[src/design/bsf_pkg.sv]
// bsf_pkg: shared types, constants and the helper function of the balance
// state-feedback controller. Used by bsf_mul and balance_state_feedback.
// No dependencies.
`timescale 1ns / 1ps

package bsf_pkg;

   // Number format and serial multiplier geometry
   localparam int FRAC_BITS    = 16;
   localparam int WORD_WIDTH   = 32;
   localparam int DIGIT_WIDTH  = 4;
   localparam int DIGIT_COUNT  = WORD_WIDTH / DIGIT_WIDTH;
   localparam int COUNT_WIDTH  = (DIGIT_COUNT > 1) ? $clog2(DIGIT_COUNT) : 1;

   // Field widths of the channels
   localparam int ANGLE_WIDTH    = 32;
   localparam int RATE_WIDTH     = 32;
   localparam int STEP_WIDTH     = 16;
   localparam int SPEED_WIDTH    = 32;
   localparam int DRIVE_WIDTH    = 32;
   localparam int GAIN_WIDTH     = 32;
   localparam int RADIUS_WIDTH   = 16;
   localparam int REQ_DATA_WIDTH = ANGLE_WIDTH + RATE_WIDTH + STEP_WIDTH + SPEED_WIDTH;
   localparam int RSP_DATA_WIDTH = DRIVE_WIDTH;
   localparam int CSR_DATA_WIDTH = 32;
   localparam int CSR_INDEX_WIDTH = 3;

   // Bit offsets inside req_tdata
   localparam int ANGLE_LSB = 0;
   localparam int RATE_LSB  = ANGLE_LSB + ANGLE_WIDTH;
   localparam int STEP_LSB  = RATE_LSB + RATE_WIDTH;
   localparam int SPEED_LSB = STEP_LSB + STEP_WIDTH;

   // Five gain products summed exactly before the final saturation
   localparam int SUM_WIDTH = WORD_WIDTH + 3;

   // Register indexes of the configuration port
   localparam logic [CSR_INDEX_WIDTH-1:0] CSR_GAIN_POSITION   = 3'd0;
   localparam logic [CSR_INDEX_WIDTH-1:0] CSR_GAIN_VELOCITY   = 3'd1;
   localparam logic [CSR_INDEX_WIDTH-1:0] CSR_GAIN_ANGLE      = 3'd2;
   localparam logic [CSR_INDEX_WIDTH-1:0] CSR_GAIN_ANGLE_RATE = 3'd3;
   localparam logic [CSR_INDEX_WIDTH-1:0] CSR_GAIN_INTEGRAL   = 3'd4;
   localparam logic [CSR_INDEX_WIDTH-1:0] CSR_WHEEL_RADIUS    = 3'd5;

   localparam logic [RADIUS_WIDTH-1:0] RADIUS_RESET = 16'd3277;

   // Fixed-point constants, rounded to nearest
   localparam longint ONE_Q     = longint'(1) << FRAC_BITS;
   localparam longint ALPHA_Q   = (3 * ONE_Q + 5) / 10;
   localparam longint NEAR_Q    = (5 * ONE_Q + 500) / 1000;
   localparam longint LEAK_Q    = (98 * ONE_Q + 50) / 100;
   localparam longint SPEED_Q   = 100 * ONE_Q;
   localparam longint INTEG_Q   = 20 * ONE_Q;
   localparam longint DRIVE_MAX = (longint'(1) << (DRIVE_WIDTH - 1)) - 1;

   localparam logic signed [WORD_WIDTH-1:0] ALPHA_WORD     = WORD_WIDTH'(ALPHA_Q);
   localparam logic signed [WORD_WIDTH-1:0] ONE_LESS_ALPHA = WORD_WIDTH'(ONE_Q - ALPHA_Q);
   localparam logic signed [WORD_WIDTH-1:0] LEAK_WORD      = WORD_WIDTH'(LEAK_Q);
   localparam logic signed [WORD_WIDTH-1:0] NEAR_HI        = WORD_WIDTH'(NEAR_Q);
   localparam logic signed [WORD_WIDTH-1:0] NEAR_LO        = WORD_WIDTH'(-NEAR_Q);
   localparam logic signed [WORD_WIDTH-1:0] INTEG_HI       = WORD_WIDTH'(INTEG_Q);
   localparam logic signed [WORD_WIDTH-1:0] INTEG_LO       = WORD_WIDTH'(-INTEG_Q);
   localparam logic signed [SPEED_WIDTH-1:0] SPEED_HI      = SPEED_WIDTH'(SPEED_Q);
   localparam logic signed [SPEED_WIDTH-1:0] SPEED_LO      = SPEED_WIDTH'(-SPEED_Q);
   localparam logic signed [SUM_WIDTH:0] DRIVE_HI          = (SUM_WIDTH + 1)'(DRIVE_MAX);
   localparam logic signed [SUM_WIDTH:0] DRIVE_LO          = (SUM_WIDTH + 1)'(-DRIVE_MAX - 1);

   // Sequencer states
   typedef enum logic [3:0] {
      S_IDLE,
      S_VEL,
      S_POS,
      S_FILT_A,
      S_FILT_B,
      S_INTEG,
      S_LEAK,
      S_CLAMP,
      S_GAIN_POS,
      S_GAIN_VEL,
      S_GAIN_ANGLE,
      S_GAIN_RATE,
      S_GAIN_INTEG,
      S_OUT
   } bsf_state_type;

   // Multiplier request and response
   typedef struct packed {
      logic                          start;
      logic signed [WORD_WIDTH-1:0]  op_a;
      logic signed [WORD_WIDTH-1:0]  op_b;
   } bsf_mul_req_type;

   typedef struct packed {
      logic                          done;
      logic signed [WORD_WIDTH-1:0]  product;
   } bsf_mul_rsp_type;

   // Add two words, saturate to the word range
   function automatic logic signed [WORD_WIDTH-1:0] sat_add(
      input logic signed [WORD_WIDTH-1:0] a,
      input logic signed [WORD_WIDTH-1:0] b
   );
      logic signed [WORD_WIDTH:0] s;
      logic signed [WORD_WIDTH-1:0] r;
      s = (WORD_WIDTH + 1)'(a) + (WORD_WIDTH + 1)'(b);
      if (s[WORD_WIDTH] != s[WORD_WIDTH-1]) begin
         r = s[WORD_WIDTH] ? {1'b1, {(WORD_WIDTH - 1){1'b0}}}
                           : {1'b0, {(WORD_WIDTH - 1){1'b1}}};
      end else begin
         r = s[WORD_WIDTH-1:0];
      end
      return r;
   endfunction

endpackage

[src/design/bsf_mul.sv]
// bsf_mul: digit-serial signed fixed-point multiplier, sign-magnitude with
// round-half-away-from-zero at FRAC_BITS and saturation to the word.
// Depends on bsf_pkg.
`timescale 1ns / 1ps

module bsf_mul (
   input  logic                     clock,
   input  logic                     reset,
   input  bsf_pkg::bsf_mul_req_type mul_req,
   output bsf_pkg::bsf_mul_rsp_type mul_rsp
);
   import bsf_pkg::*;

   localparam int ACC_WIDTH  = WORD_WIDTH + DIGIT_WIDTH;
   localparam int FULL_WIDTH = 2 * WORD_WIDTH;
   localparam int Q_WIDTH    = FULL_WIDTH - FRAC_BITS;

   logic [WORD_WIDTH-1:0]  mcand_ff, mcand_in;
   logic [WORD_WIDTH-1:0]  mplier_ff, mplier_in;
   logic [ACC_WIDTH-1:0]   acc_ff, acc_in;
   logic [WORD_WIDTH-1:0]  low_ff, low_in;
   logic [COUNT_WIDTH-1:0] count_ff, count_in;
   logic                   neg_ff, neg_in;
   logic                   busy_ff, busy_in;
   logic                   fin_ff, fin_in;
   logic                   done_ff, done_in;
   logic signed [WORD_WIDTH-1:0] prod_ff, prod_in;

   logic [ACC_WIDTH-1:0]  partial;
   logic [ACC_WIDTH-1:0]  digit_sum;
   logic [FULL_WIDTH-1:0] full;
   logic [Q_WIDTH-1:0]    quot;
   logic                  over_pos;
   logic                  over_neg;

   // Digit step: add magnitude times one multiplier digit, shift one digit right
   always_comb begin
      partial   = {{DIGIT_WIDTH{1'b0}}, mcand_ff} *
                  {{WORD_WIDTH{1'b0}}, mplier_ff[DIGIT_WIDTH-1:0]};
      digit_sum = acc_ff + partial;
      full      = {acc_ff[WORD_WIDTH-1:0], low_ff};
      quot      = full[FULL_WIDTH-1:FRAC_BITS];
      over_pos  = |quot[Q_WIDTH-1:WORD_WIDTH-1];
      over_neg  = (|quot[Q_WIDTH-1:WORD_WIDTH]) ||
                  (quot[WORD_WIDTH-1] && (|quot[WORD_WIDTH-2:0]));
   end

   // Load operands, run the digits, then round, saturate and apply sign
   always_comb begin
      mcand_in  = mcand_ff;
      mplier_in = mplier_ff;
      acc_in    = acc_ff;
      low_in    = low_ff;
      count_in  = count_ff;
      neg_in    = neg_ff;
      busy_in   = busy_ff;
      fin_in    = 1'b0;
      done_in   = 1'b0;
      prod_in   = prod_ff;
      if (mul_req.start) begin
         mcand_in  = mul_req.op_a[WORD_WIDTH-1] ? WORD_WIDTH'(-mul_req.op_a)
                                                : WORD_WIDTH'(mul_req.op_a);
         mplier_in = mul_req.op_b[WORD_WIDTH-1] ? WORD_WIDTH'(-mul_req.op_b)
                                                : WORD_WIDTH'(mul_req.op_b);
         // rounding half of the dropped fraction rides in from the start
         acc_in    = ACC_WIDTH'(longint'(1) << (FRAC_BITS - 1));
         low_in    = '0;
         count_in  = '0;
         neg_in    = mul_req.op_a[WORD_WIDTH-1] ^ mul_req.op_b[WORD_WIDTH-1];
         busy_in   = 1'b1;
      end else if (busy_ff) begin
         acc_in    = {{DIGIT_WIDTH{1'b0}}, digit_sum[ACC_WIDTH-1:DIGIT_WIDTH]};
         low_in    = {digit_sum[DIGIT_WIDTH-1:0], low_ff[WORD_WIDTH-1:DIGIT_WIDTH]};
         mplier_in = {{DIGIT_WIDTH{1'b0}}, mplier_ff[WORD_WIDTH-1:DIGIT_WIDTH]};
         count_in  = count_ff + 1'b1;
         if (count_ff == COUNT_WIDTH'(DIGIT_COUNT - 1)) begin
            busy_in = 1'b0;
            fin_in  = 1'b1;
         end
      end else if (fin_ff) begin
         done_in = 1'b1;
         if (neg_ff) begin
            prod_in = over_neg ? {1'b1, {(WORD_WIDTH - 1){1'b0}}}
                               : -signed'(quot[WORD_WIDTH-1:0]);
         end else begin
            prod_in = over_pos ? {1'b0, {(WORD_WIDTH - 1){1'b1}}}
                               : signed'(quot[WORD_WIDTH-1:0]);
         end
      end
   end

   always_ff @(posedge clock) begin
      if (reset) begin
         busy_ff <= 1'b0;
         fin_ff  <= 1'b0;
         done_ff <= 1'b0;
      end else begin
         busy_ff <= busy_in;
         fin_ff  <= fin_in;
         done_ff <= done_in;
      end
      mcand_ff  <= mcand_in;
      mplier_ff <= mplier_in;
      acc_ff    <= acc_in;
      low_ff    <= low_in;
      count_ff  <= count_in;
      neg_ff    <= neg_in;
      prod_ff   <= prod_in;
   end

   assign mul_rsp.done    = done_ff;
   assign mul_rsp.product = prod_ff;

   // A new product never starts over one still running
   assert property (@(posedge clock) disable iff (reset)
      mul_req.start |-> !busy_ff && !fin_ff)
      else $error("bsf_mul: start while a product is in flight");

   // Completion follows the rounding cycle
   assert property (@(posedge clock) disable iff (reset)
      done_ff |-> $past(fin_ff))
      else $error("bsf_mul: done without a finishing cycle");

endmodule

[src/design/balance_state_feedback.sv]
// balance_state_feedback: top level of the balance state-feedback controller
// with integral action. Depends on bsf_pkg and bsf_mul.
`timescale 1ns / 1ps

// One request in, one drive value out. Every product goes through a single
// radix-16 serial multiplier, which works each product in a load step, the
// digit steps, a rounding step and the step in which the sequencer takes the
// result. A request needs between 6 and 11 products (the wheel-state update
// is skipped when |wheel_speed| >= 100, the integral leak when the position is
// outside +-0.005). One request is worked at a time; the next is taken once
// the drive value sits in the output register, even while that value still
// waits to be taken. Configuration writes are always accepted and must only
// be issued while the block is idle.

module balance_state_feedback (
   input  logic                                  clock,
   input  logic                                  reset,
   // fields from bit 0 up: tilt_angle[31:0], tilt_rate[31:0], time_step[15:0],
   // wheel_speed[31:0]
   input  logic [bsf_pkg::REQ_DATA_WIDTH-1:0]    req_tdata,
   input  logic                                  req_tvalid,
   output logic                                  req_tready,
   // fields from bit 0 up: drive[31:0]
   output logic [bsf_pkg::RSP_DATA_WIDTH-1:0]    rsp_tdata,
   output logic                                  rsp_tvalid,
   input  logic                                  rsp_tready,
   input  logic                                  csr_valid,
   output logic                                  csr_ready,
   input  logic [bsf_pkg::CSR_INDEX_WIDTH-1:0]   csr_index,
   input  logic [bsf_pkg::CSR_DATA_WIDTH-1:0]    csr_data
);
   import bsf_pkg::*;

   bsf_state_type state_ff, state_in;
   logic          run_ff, run_in;

   // Gains and wheel radius
   logic signed [WORD_WIDTH-1:0] kp_ff, kv_ff, ka_ff, kr_ff, ki_ff;
   logic [RADIUS_WIDTH-1:0]      radius_ff;

   // Captured request
   logic signed [WORD_WIDTH-1:0] angle_ff, angle_in;
   logic signed [WORD_WIDTH-1:0] rate_ff, rate_in;
   logic signed [WORD_WIDTH-1:0] speed_ff, speed_in;
   logic [STEP_WIDTH-1:0]        step_ff, step_in;

   // Controller state and working values
   logic signed [WORD_WIDTH-1:0] pos_ff, pos_in;
   logic signed [WORD_WIDTH-1:0] fv_ff, fv_in;
   logic signed [WORD_WIDTH-1:0] integ_ff, integ_in;
   logic signed [WORD_WIDTH-1:0] vel_ff, vel_in;
   logic signed [WORD_WIDTH-1:0] part_ff, part_in;
   logic signed [SUM_WIDTH-1:0]  sum_ff, sum_in;

   logic                         rsp_valid_ff, rsp_valid_in;
   logic [RSP_DATA_WIDTH-1:0]    rsp_data_ff, rsp_data_in;

   bsf_mul_req_type mul_req;
   bsf_mul_rsp_type mul_rsp;

   logic signed [SPEED_WIDTH-1:0] speed_port;
   logic                          speed_ok;
   logic                          near_origin;
   logic signed [WORD_WIDTH-1:0]  prod;
   logic signed [SUM_WIDTH-1:0]   prod_ext;
   logic signed [SUM_WIDTH:0]     neg_sum;
   logic [DRIVE_WIDTH-1:0]        drive;

   bsf_mul u_mul (
      .clock   (clock),
      .reset   (reset),
      .mul_req (mul_req),
      .mul_rsp (mul_rsp)
   );

   // Range checks, final negate and saturate
   always_comb begin
      speed_port  = signed'(req_tdata[SPEED_LSB +: SPEED_WIDTH]);
      speed_ok    = (speed_port < SPEED_HI) && (speed_port > SPEED_LO);
      near_origin = (pos_ff < NEAR_HI) && (pos_ff > NEAR_LO);
      prod        = mul_rsp.product;
      prod_ext    = SUM_WIDTH'(prod);
      neg_sum     = -((SUM_WIDTH + 1)'(sum_ff));
      if (neg_sum > DRIVE_HI) begin
         drive = DRIVE_WIDTH'(DRIVE_HI);
      end else if (neg_sum < DRIVE_LO) begin
         drive = DRIVE_WIDTH'(DRIVE_LO);
      end else begin
         drive = DRIVE_WIDTH'(neg_sum);
      end
   end

   // Select multiplier operands for the current step
   always_comb begin
      mul_req.start = (state_ff inside {S_VEL, S_POS, S_FILT_A, S_FILT_B, S_INTEG,
                                        S_LEAK, S_GAIN_POS, S_GAIN_VEL, S_GAIN_ANGLE,
                                        S_GAIN_RATE, S_GAIN_INTEG}) && !run_ff;
      mul_req.op_a  = '0;
      mul_req.op_b  = '0;
      case (state_ff)
         S_VEL: begin
            mul_req.op_a = speed_ff;
            mul_req.op_b = WORD_WIDTH'(radius_ff);
         end
         S_POS: begin
            mul_req.op_a = vel_ff;
            mul_req.op_b = WORD_WIDTH'(step_ff);
         end
         S_FILT_A: begin
            mul_req.op_a = ALPHA_WORD;
            mul_req.op_b = vel_ff;
         end
         S_FILT_B: begin
            mul_req.op_a = ONE_LESS_ALPHA;
            mul_req.op_b = fv_ff;
         end
         S_INTEG: begin
            mul_req.op_a = pos_ff;
            mul_req.op_b = WORD_WIDTH'(step_ff);
         end
         S_LEAK: begin
            mul_req.op_a = integ_ff;
            mul_req.op_b = LEAK_WORD;
         end
         S_GAIN_POS: begin
            mul_req.op_a = kp_ff;
            mul_req.op_b = pos_ff;
         end
         S_GAIN_VEL: begin
            mul_req.op_a = kv_ff;
            mul_req.op_b = fv_ff;
         end
         S_GAIN_ANGLE: begin
            mul_req.op_a = ka_ff;
            mul_req.op_b = angle_ff;
         end
         S_GAIN_RATE: begin
            mul_req.op_a = kr_ff;
            mul_req.op_b = rate_ff;
         end
         S_GAIN_INTEG: begin
            mul_req.op_a = ki_ff;
            mul_req.op_b = integ_ff;
         end
         default: begin
            mul_req.op_a = '0;
            mul_req.op_b = '0;
         end
      endcase
   end

   // Sequencer: next state and register updates
   always_comb begin
      state_in     = state_ff;
      run_in       = run_ff;
      angle_in     = angle_ff;
      rate_in      = rate_ff;
      speed_in     = speed_ff;
      step_in      = step_ff;
      pos_in       = pos_ff;
      fv_in        = fv_ff;
      integ_in     = integ_ff;
      vel_in       = vel_ff;
      part_in      = part_ff;
      sum_in       = sum_ff;
      rsp_data_in  = rsp_data_ff;
      rsp_valid_in = rsp_valid_ff;
      req_tready   = 1'b0;

      // drop the result once transferred
      if (rsp_tready) begin
         rsp_valid_in = 1'b0;
      end

      if (mul_req.start) begin
         run_in = 1'b1;
      end

      case (state_ff)
         S_IDLE: begin
            req_tready = 1'b1;
            if (req_tvalid) begin
               angle_in = WORD_WIDTH'(signed'(req_tdata[ANGLE_LSB +: ANGLE_WIDTH]));
               rate_in  = WORD_WIDTH'(signed'(req_tdata[RATE_LSB +: RATE_WIDTH]));
               speed_in = WORD_WIDTH'(speed_port);
               step_in  = req_tdata[STEP_LSB +: STEP_WIDTH];
               state_in = speed_ok ? S_VEL : S_INTEG;
            end
         end
         S_VEL: begin
            if (mul_rsp.done) begin
               vel_in   = prod;
               run_in   = 1'b0;
               state_in = S_POS;
            end
         end
         S_POS: begin
            if (mul_rsp.done) begin
               pos_in   = sat_add(pos_ff, prod);
               run_in   = 1'b0;
               state_in = S_FILT_A;
            end
         end
         S_FILT_A: begin
            if (mul_rsp.done) begin
               part_in  = prod;
               run_in   = 1'b0;
               state_in = S_FILT_B;
            end
         end
         S_FILT_B: begin
            if (mul_rsp.done) begin
               fv_in    = sat_add(part_ff, prod);
               run_in   = 1'b0;
               state_in = S_INTEG;
            end
         end
         S_INTEG: begin
            if (mul_rsp.done) begin
               integ_in = sat_add(integ_ff, prod);
               run_in   = 1'b0;
               state_in = near_origin ? S_LEAK : S_CLAMP;
            end
         end
         S_LEAK: begin
            if (mul_rsp.done) begin
               integ_in = prod;
               run_in   = 1'b0;
               state_in = S_CLAMP;
            end
         end
         S_CLAMP: begin
            if (integ_ff > INTEG_HI) begin
               integ_in = INTEG_HI;
            end else if (integ_ff < INTEG_LO) begin
               integ_in = INTEG_LO;
            end
            state_in = S_GAIN_POS;
         end
         S_GAIN_POS: begin
            if (mul_rsp.done) begin
               sum_in   = prod_ext;
               run_in   = 1'b0;
               state_in = S_GAIN_VEL;
            end
         end
         S_GAIN_VEL: begin
            if (mul_rsp.done) begin
               sum_in   = sum_ff + prod_ext;
               run_in   = 1'b0;
               state_in = S_GAIN_ANGLE;
            end
         end
         S_GAIN_ANGLE: begin
            if (mul_rsp.done) begin
               sum_in   = sum_ff + prod_ext;
               run_in   = 1'b0;
               state_in = S_GAIN_RATE;
            end
         end
         S_GAIN_RATE: begin
            if (mul_rsp.done) begin
               sum_in   = sum_ff + prod_ext;
               run_in   = 1'b0;
               state_in = S_GAIN_INTEG;
            end
         end
         S_GAIN_INTEG: begin
            if (mul_rsp.done) begin
               sum_in   = sum_ff + prod_ext;
               run_in   = 1'b0;
               state_in = S_OUT;
            end
         end
         S_OUT: begin
            // hold until the output register is free
            if (!rsp_valid_ff || rsp_tready) begin
               rsp_data_in  = drive;
               rsp_valid_in = 1'b1;
               state_in     = S_IDLE;
            end
         end
         default: begin
            state_in = S_IDLE;
            run_in   = 1'b0;
         end
      endcase
   end

   // Sequencer, controller state and output register
   always_ff @(posedge clock) begin
      if (reset) begin
         state_ff     <= S_IDLE;
         run_ff       <= 1'b0;
         rsp_valid_ff <= 1'b0;
         pos_ff       <= '0;
         fv_ff        <= '0;
         integ_ff     <= '0;
      end else begin
         state_ff     <= state_in;
         run_ff       <= run_in;
         rsp_valid_ff <= rsp_valid_in;
         pos_ff       <= pos_in;
         fv_ff        <= fv_in;
         integ_ff     <= integ_in;
      end
      angle_ff    <= angle_in;
      rate_ff     <= rate_in;
      speed_ff    <= speed_in;
      step_ff     <= step_in;
      vel_ff      <= vel_in;
      part_ff     <= part_in;
      sum_ff      <= sum_in;
      rsp_data_ff <= rsp_data_in;
   end

   // Configuration registers; unknown indexes are ignored
   always_ff @(posedge clock) begin
      if (reset) begin
         kp_ff     <= '0;
         kv_ff     <= '0;
         ka_ff     <= '0;
         kr_ff     <= '0;
         ki_ff     <= '0;
         radius_ff <= RADIUS_RESET;
      end else if (csr_valid) begin
         case (csr_index)
            CSR_GAIN_POSITION:   kp_ff     <= WORD_WIDTH'(signed'(csr_data[GAIN_WIDTH-1:0]));
            CSR_GAIN_VELOCITY:   kv_ff     <= WORD_WIDTH'(signed'(csr_data[GAIN_WIDTH-1:0]));
            CSR_GAIN_ANGLE:      ka_ff     <= WORD_WIDTH'(signed'(csr_data[GAIN_WIDTH-1:0]));
            CSR_GAIN_ANGLE_RATE: kr_ff     <= WORD_WIDTH'(signed'(csr_data[GAIN_WIDTH-1:0]));
            CSR_GAIN_INTEGRAL:   ki_ff     <= WORD_WIDTH'(signed'(csr_data[GAIN_WIDTH-1:0]));
            CSR_WHEEL_RADIUS:    radius_ff <= csr_data[RADIUS_WIDTH-1:0];
            default: ;
         endcase
      end
   end

   assign csr_ready  = 1'b1;
   assign rsp_tvalid = rsp_valid_ff;
   assign rsp_tdata  = rsp_data_ff;

   // The integral is inside its clamp whenever the gain products start
   assert property (@(posedge clock) disable iff (reset)
      state_ff == S_GAIN_POS |-> (integ_ff <= INTEG_HI) && (integ_ff >= INTEG_LO))
      else $error("balance_state_feedback: integral outside clamp");

   // Multiplier results only arrive for a product that was issued
   assert property (@(posedge clock) disable iff (reset)
      mul_rsp.done |-> run_ff)
      else $error("balance_state_feedback: unexpected multiplier result");

   // A new result appears only out of the output step
   assert property (@(posedge clock) disable iff (reset)
      $rose(rsp_valid_ff) |-> $past(state_ff) == S_OUT)
      else $error("balance_state_feedback: result raised outside output step");

endmodule
[config.mk]
export PLATFORM = sky130hd
export DESIGN_NAME = balance_state_feedback
export DESIGN_NICKNAME = d
export VERILOG_FILES = /design/src/design/bsf_pkg.sv /design/src/design/bsf_mul.sv /design/src/design/balance_state_feedback.sv
export SDC_FILE = /design/constraint.sdc
export NUM_CORES = 2
export LEC_CHECK = 0
export ABC_AREA = 1
export BUFFER_PORTS_ARGS = -buffer_cell sky130_fd_sc_hd__buf_2
export CAP_MARGIN = 20
export CORE_MARGIN = 2
export CORE_UTILIZATION = 45
export CTS_CLUSTER_SIZE = 30
export DETAILED_ROUTE_END_ITERATION = 8
export GPL_TIMING_DRIVEN = 1
export SLEW_MARGIN = 10
export SYNTH_ARGS = -nofsm -noshare
export SYNTH_HDL_FRONTEND = slang
export SYNTH_HIERARCHICAL = 1
export SYNTH_SLANG_ARGS = --single-unit
[constraint.sdc]
create_clock -name clock -period 18.45 [get_ports clock]
set_input_delay 2.7675 -clock clock [delete_from_list [all_inputs] [get_ports clock]]
set_output_delay 2.7675 -clock clock [all_outputs]
set_load 0.05 [all_outputs]
==> results by stage <==
Yosys:
- Among all flip-flop cells after synthesis, the most frequent one is sky130_fd_sc_hd__edfxtp_1.
- After synthesis, the netlist uses 70 different library cells.
- The simple-gate share of the synthesized area is 24.6%.
- The number of storage elements in the synthesis netlist is 672.
- By area, the combinational part of the netlist is dominated by simple AND/OR/NAND/NOR gates.
- Ranked by total cell area, the synthesized netlist is headed by sky130_fd_sc_hd__edfxtp_1, sky130_fd_sc_hd__dfxtp_1, sky130_fd_sc_hd__nand2_1.
- The synthesized netlist occupies a cell area of 0.0445 mm².
- The count of yosys warnings during synthesis is 6.
- The per-instance average area after synthesis is 7.54 µm².
- The number of nets in the synthesized netlist is 6,323.
- In the synthesized netlist, mux cells make up 0% of the area.
- The number of flops mapped to enable cells by yosys is 340.
- The synthesized-area fraction occupied by adder cells is 9.34%.
- The proportion of register bits with asynchronous set or reset after synthesis is 0%.
- The sequential area share after synthesis is 37.9%.
- The compound-gate portion of the synthesized area is 15.7%.
- The xor/xnor share of the synthesized area is 3.85%.
- The post-synthesis cell type with the largest combined area is sky130_fd_sc_hd__edfxtp_1.
- The fraction of synthesized cell area taken by the top area cell type is 23.0%.
- The cell count after synthesis came out at 5,896.

Die:
- The floorplan step defined a core boundary enclosing 0.0981 mm².
- The initial utilization of the core area, before any placement, comes to 45.3%.
- The die boundary width is 318 µm.
- The number of top-level pins is 187.
- The area enclosed by the die boundary is 0.101 mm².
- In this run the core area contains 115 standard-cell rows.
- The height of the die is 318 µm.

Global routing:
- The via count of the first global-routing pass is 39,300.
- Global routing finished with a remaining overflow of 0.
- The number of antenna violations at the first check in global routing is 7.
- The wire length of the first global-routing pass is 249 mm.
- Entering global routing, the biggest net connects 106 pins.
- Global routing consumed, over all layers together, 32.6% of the routing resources.

Critical path:
- The critical-path cell with the highest stage delay is sky130_fd_sc_hd__nor2_1.
- The worst setup path category is flip-flop to output port.
- The count of buffering cells on the critical path with inverters included is 2.
- The largest incremental delay on the critical path is 0.53 ns.
- For the worst setup path, the data required time is 15.68 ns.
- The critical path arrival is 2.41 ns.
- The signal on the critical path passes through nor2_1, inv_1, nor2_1, buf_2.
- STA classifies the critical path startpoint as a flip-flop.
- The category of cells accounting for the largest share of critical-path delay is simple AND/OR/NAND/NOR gates.
- Counting stages on the worst path, the most repeated cell is sky130_fd_sc_hd__nor2_1.
- The largest driver fanout on the critical path is 5.
- STA classifies the critical path endpoint as an output port.

Job:
- Across the run, the number of max-cap violations was 0.

Route:
- Across all layers, the routed design uses 42,000 vias.
- The aggregate routed wire length is 169 mm.
- Dividing the detail-routed via count by the number of cells gives 5.67.
- The detail route stage leaves a number of antenna-violating nets equal to 0.
- The routed wirelength normalized by instance count is 22.8 µm.
- The post-detailed-route DRC marker count is 0.
- The iteration-0 DRC count of the detailed router is 4,800.
- The first detailed-routing pass took 8 iterations.

Pwr:
- The power per standard cell area is 164 mW/mm².
- The worst IR drop on VDD is 0.000163 V.
- The static leakage power is 22.2 nW.

STA:
- The final critical-path required period is 5.18 ns.
- The share of the clock period used by the worst path after layout is 28.1%.
- The max-slew violation count is 0.
- The number of hold violations in the final report was 0.
- Summed over all failing endpoints, the final setup total negative slack is 0 ns.
- The tightest slew margin relative to the limit is 23.7%.
- Between clock sinks in the finished design, the worst skew comes to 0.0593 ns.
- Setup repair after global routing left no endpoint under its margin.
- Setup violations remaining at the end of the flow were counted as 0.
- For the pin with the worst max-slew slack, the measured transition is 1.14 ns.
- The highest achievable clock rate is 193 MHz.

Placement:
- The number of buffer cells added on primary ports is 185.
- The routability congestion estimate is 1.04.
- The detailed placement HPWL is 127 mm.

Worst hold path:
- In this run the worst hold path is classified as flip-flop to flip-flop.

Finish:
- The net count of the finished layout is 6,477.
- The layout overhead on the synthesized area is 12.0%.
- The share of cells above drive strength 1 is 9.21%.
- The filler cells instantiated in the layout total 9,718.
- Once layout is complete, the utilization of the core stands at 50.8%.

CTS:
- The buffer levels on the longest clock path is 3.
- The clock slew seen by the registers of the worst setup and hold paths is 0.07 ns.
- The number of buffers added by the clock tree synthesis step is 80.
- The root buffer cell is sky130_fd_sc_hd__clkbuf_16.
- The number of clock sinks seen by CTS is 672.
- The clock latency reported for the late side of the worst-skew pair is 0.72 ns.
- The TritonCTS clock tree is yes.
- The number of setup buffers added after CTS is 0.
- The level count of the clock H-tree is 3.
- The number of instances resized during post-cts repair is 0.
- The number of buffers inserted by hold repair at cts is 0.

Outcome:
- The flow ran to the end, and the final reports show no timing, DRC or antenna violations.
## worst min-delay path, cell delays in order, from the launching register on
cell                      delay (ns)
sky130_fd_sc_hd__dfxtp_1        0.29
sky130_fd_sc_hd__inv_1          0.05
sky130_fd_sc_hd__a21oi_1        0.05
## final cells by class
cell class,count,area (µm²),area share (%)
clock buffer,108,2270,4.56
timing repair buffer,265,1670,3.36
tap,1287,1610,3.23
clock inverter,40,520,1.05
multi-input combinational,4254,23900,48.1
antenna,1,2.50,0.00502
sequential,672,16900,33.8
inverter,777,2920,5.87
## per-layer routing
metal  global-route usage, %  vias to the layer above  share of wire, %  routed length, µm
met2                    47.4                     2055                42              70100
met5                       0                        -            0.0077                 13
met3                    4.85                      386               8.4              14200
met1                    46.7                    19600                44              74600
met4                    16.8                        2               5.8               9860
li1                        -                    20000                 -                  -
## path summary, 6_finish.rpt
| path | startpoint | to | slack (ns) | cells after the start |
|---|---|---|---|---|
| setup / recovery | state_ff[3]$_SDFFE_PP0P_ | req_tready | 13.27 | 4 |
| setup reg to reg | state_ff[0]$_SDFFE_PP0P_ | u_mul/mplier_ff[15]$_DFFE_PP_ | 13.70 | 15 |
| hold reg to reg | kr_ff[21]$_SDFFE_PP0P_ | kr_ff[21]$_SDFFE_PP0P_ | 0.45 | 2 |
| hold / removal | kr_ff[21]$_SDFFE_PP0P_ | kr_ff[21]$_SDFFE_PP0P_ | 0.45 | 2 |
## state kept, by name (all words and copies together), names as in the netlist, 32 cells and up
name             flops
integ_ff            32
part_ff             32
fv_ff               32
kv_ff               32
ki_ff               32
ka_ff               32
vel_ff              32
kr_ff               32
u_mul/prod_ff       32
pos_ff              32
u_mul/acc_ff        32
rate_ff             32
sum_ff              35
speed_ff            32
angle_ff            32
kp_ff               32
u_mul/mplier_ff     32
u_mul/mcand_ff      32
rsp_tdata           32
## through the flow
step	worst slack [ns]	hold slack (ns)	cell area (µm²)	power, mW	instances
floorplan	7.37	0.422	44500	5.11	5896
global placement	12.89	0.434	46800	6.35	7243
detailed placement	12.84	0.439	46800	6.39	7245
CTS	13.26	0.448	49600	8.08	7393
global route	13.26	0.470	49800	8.79	7403
finish	13.27	0.446	49800	8.16	7404
## cell families after synthesis
logic type	Yosys count
buffers and inverters	970
other	1
adder cells (fa/ha/maj)	275
AO/OA/AOI/OAI	1211
AND/OR/NAND/NOR	2573
XOR/XNOR	194
flip-flops	672
## cells in the final DEF, fill, tap and decap left out, drive strengths merged, types with 11 or more instances in the layout
cell type  Yosys  routed
clkbuf       153     112
xor2         122     122
nand4         95      95
o21ai        533     533
ha           180     180
dfxtp        332     332
o21bai        28      28
nor3          73      73
a21o          20      20
inv          771     776
nand3        275     275
nor2         751     751
buf           40     261
o2111ai       11      11
fa            95      95
clkinv         6      30
a31oi         21      21
o22ai         53      53
or2           23      23
a221oi        94      94
nor4          25      25
a211oi        14      14
xnor2         72      72
nand2       1306    1306
edfxtp       340     340
a21oi        383     383
a22oi         15      15
nand3b        13      13
## cell usage after synthesis (11+ instances only)
cell type	count
sky130_fd_sc_hd__nand2_1	1272
sky130_fd_sc_hd__inv_1	746
sky130_fd_sc_hd__nor2_1	732
sky130_fd_sc_hd__o21ai_0	497
sky130_fd_sc_hd__a21oi_1	372
sky130_fd_sc_hd__edfxtp_1	340
sky130_fd_sc_hd__dfxtp_1	332
sky130_fd_sc_hd__nand3_1	256
sky130_fd_sc_hd__ha_1	180
sky130_fd_sc_hd__clkbuf_1	153
sky130_fd_sc_hd__xor2_1	121
sky130_fd_sc_hd__fa_1	95
sky130_fd_sc_hd__a221oi_1	94
sky130_fd_sc_hd__nand4_1	94
sky130_fd_sc_hd__xnor2_1	71
sky130_fd_sc_hd__nor3_1	63
sky130_fd_sc_hd__o22ai_1	53
sky130_fd_sc_hd__o21ai_1	31
sky130_fd_sc_hd__nand2_2	29
sky130_fd_sc_hd__o21bai_1	28
sky130_fd_sc_hd__inv_2	25
sky130_fd_sc_hd__nor4_1	25
sky130_fd_sc_hd__a31oi_1	21
sky130_fd_sc_hd__a21o_1	20
sky130_fd_sc_hd__or2_2	19
sky130_fd_sc_hd__buf_2	18
sky130_fd_sc_hd__nand3_2	16
sky130_fd_sc_hd__a22oi_1	15
sky130_fd_sc_hd__a211oi_1	14
sky130_fd_sc_hd__nand3b_1	13
sky130_fd_sc_hd__o2111ai_1	11
## power breakdown
group          internal [mW]  total, mW  switching [mW]
Clock                  0.963       1.68           0.713
Sequential              1.86       2.02           0.160
Combinational           1.43       4.46            3.03
No activity file was read; power rests on OpenSTA's default activity.
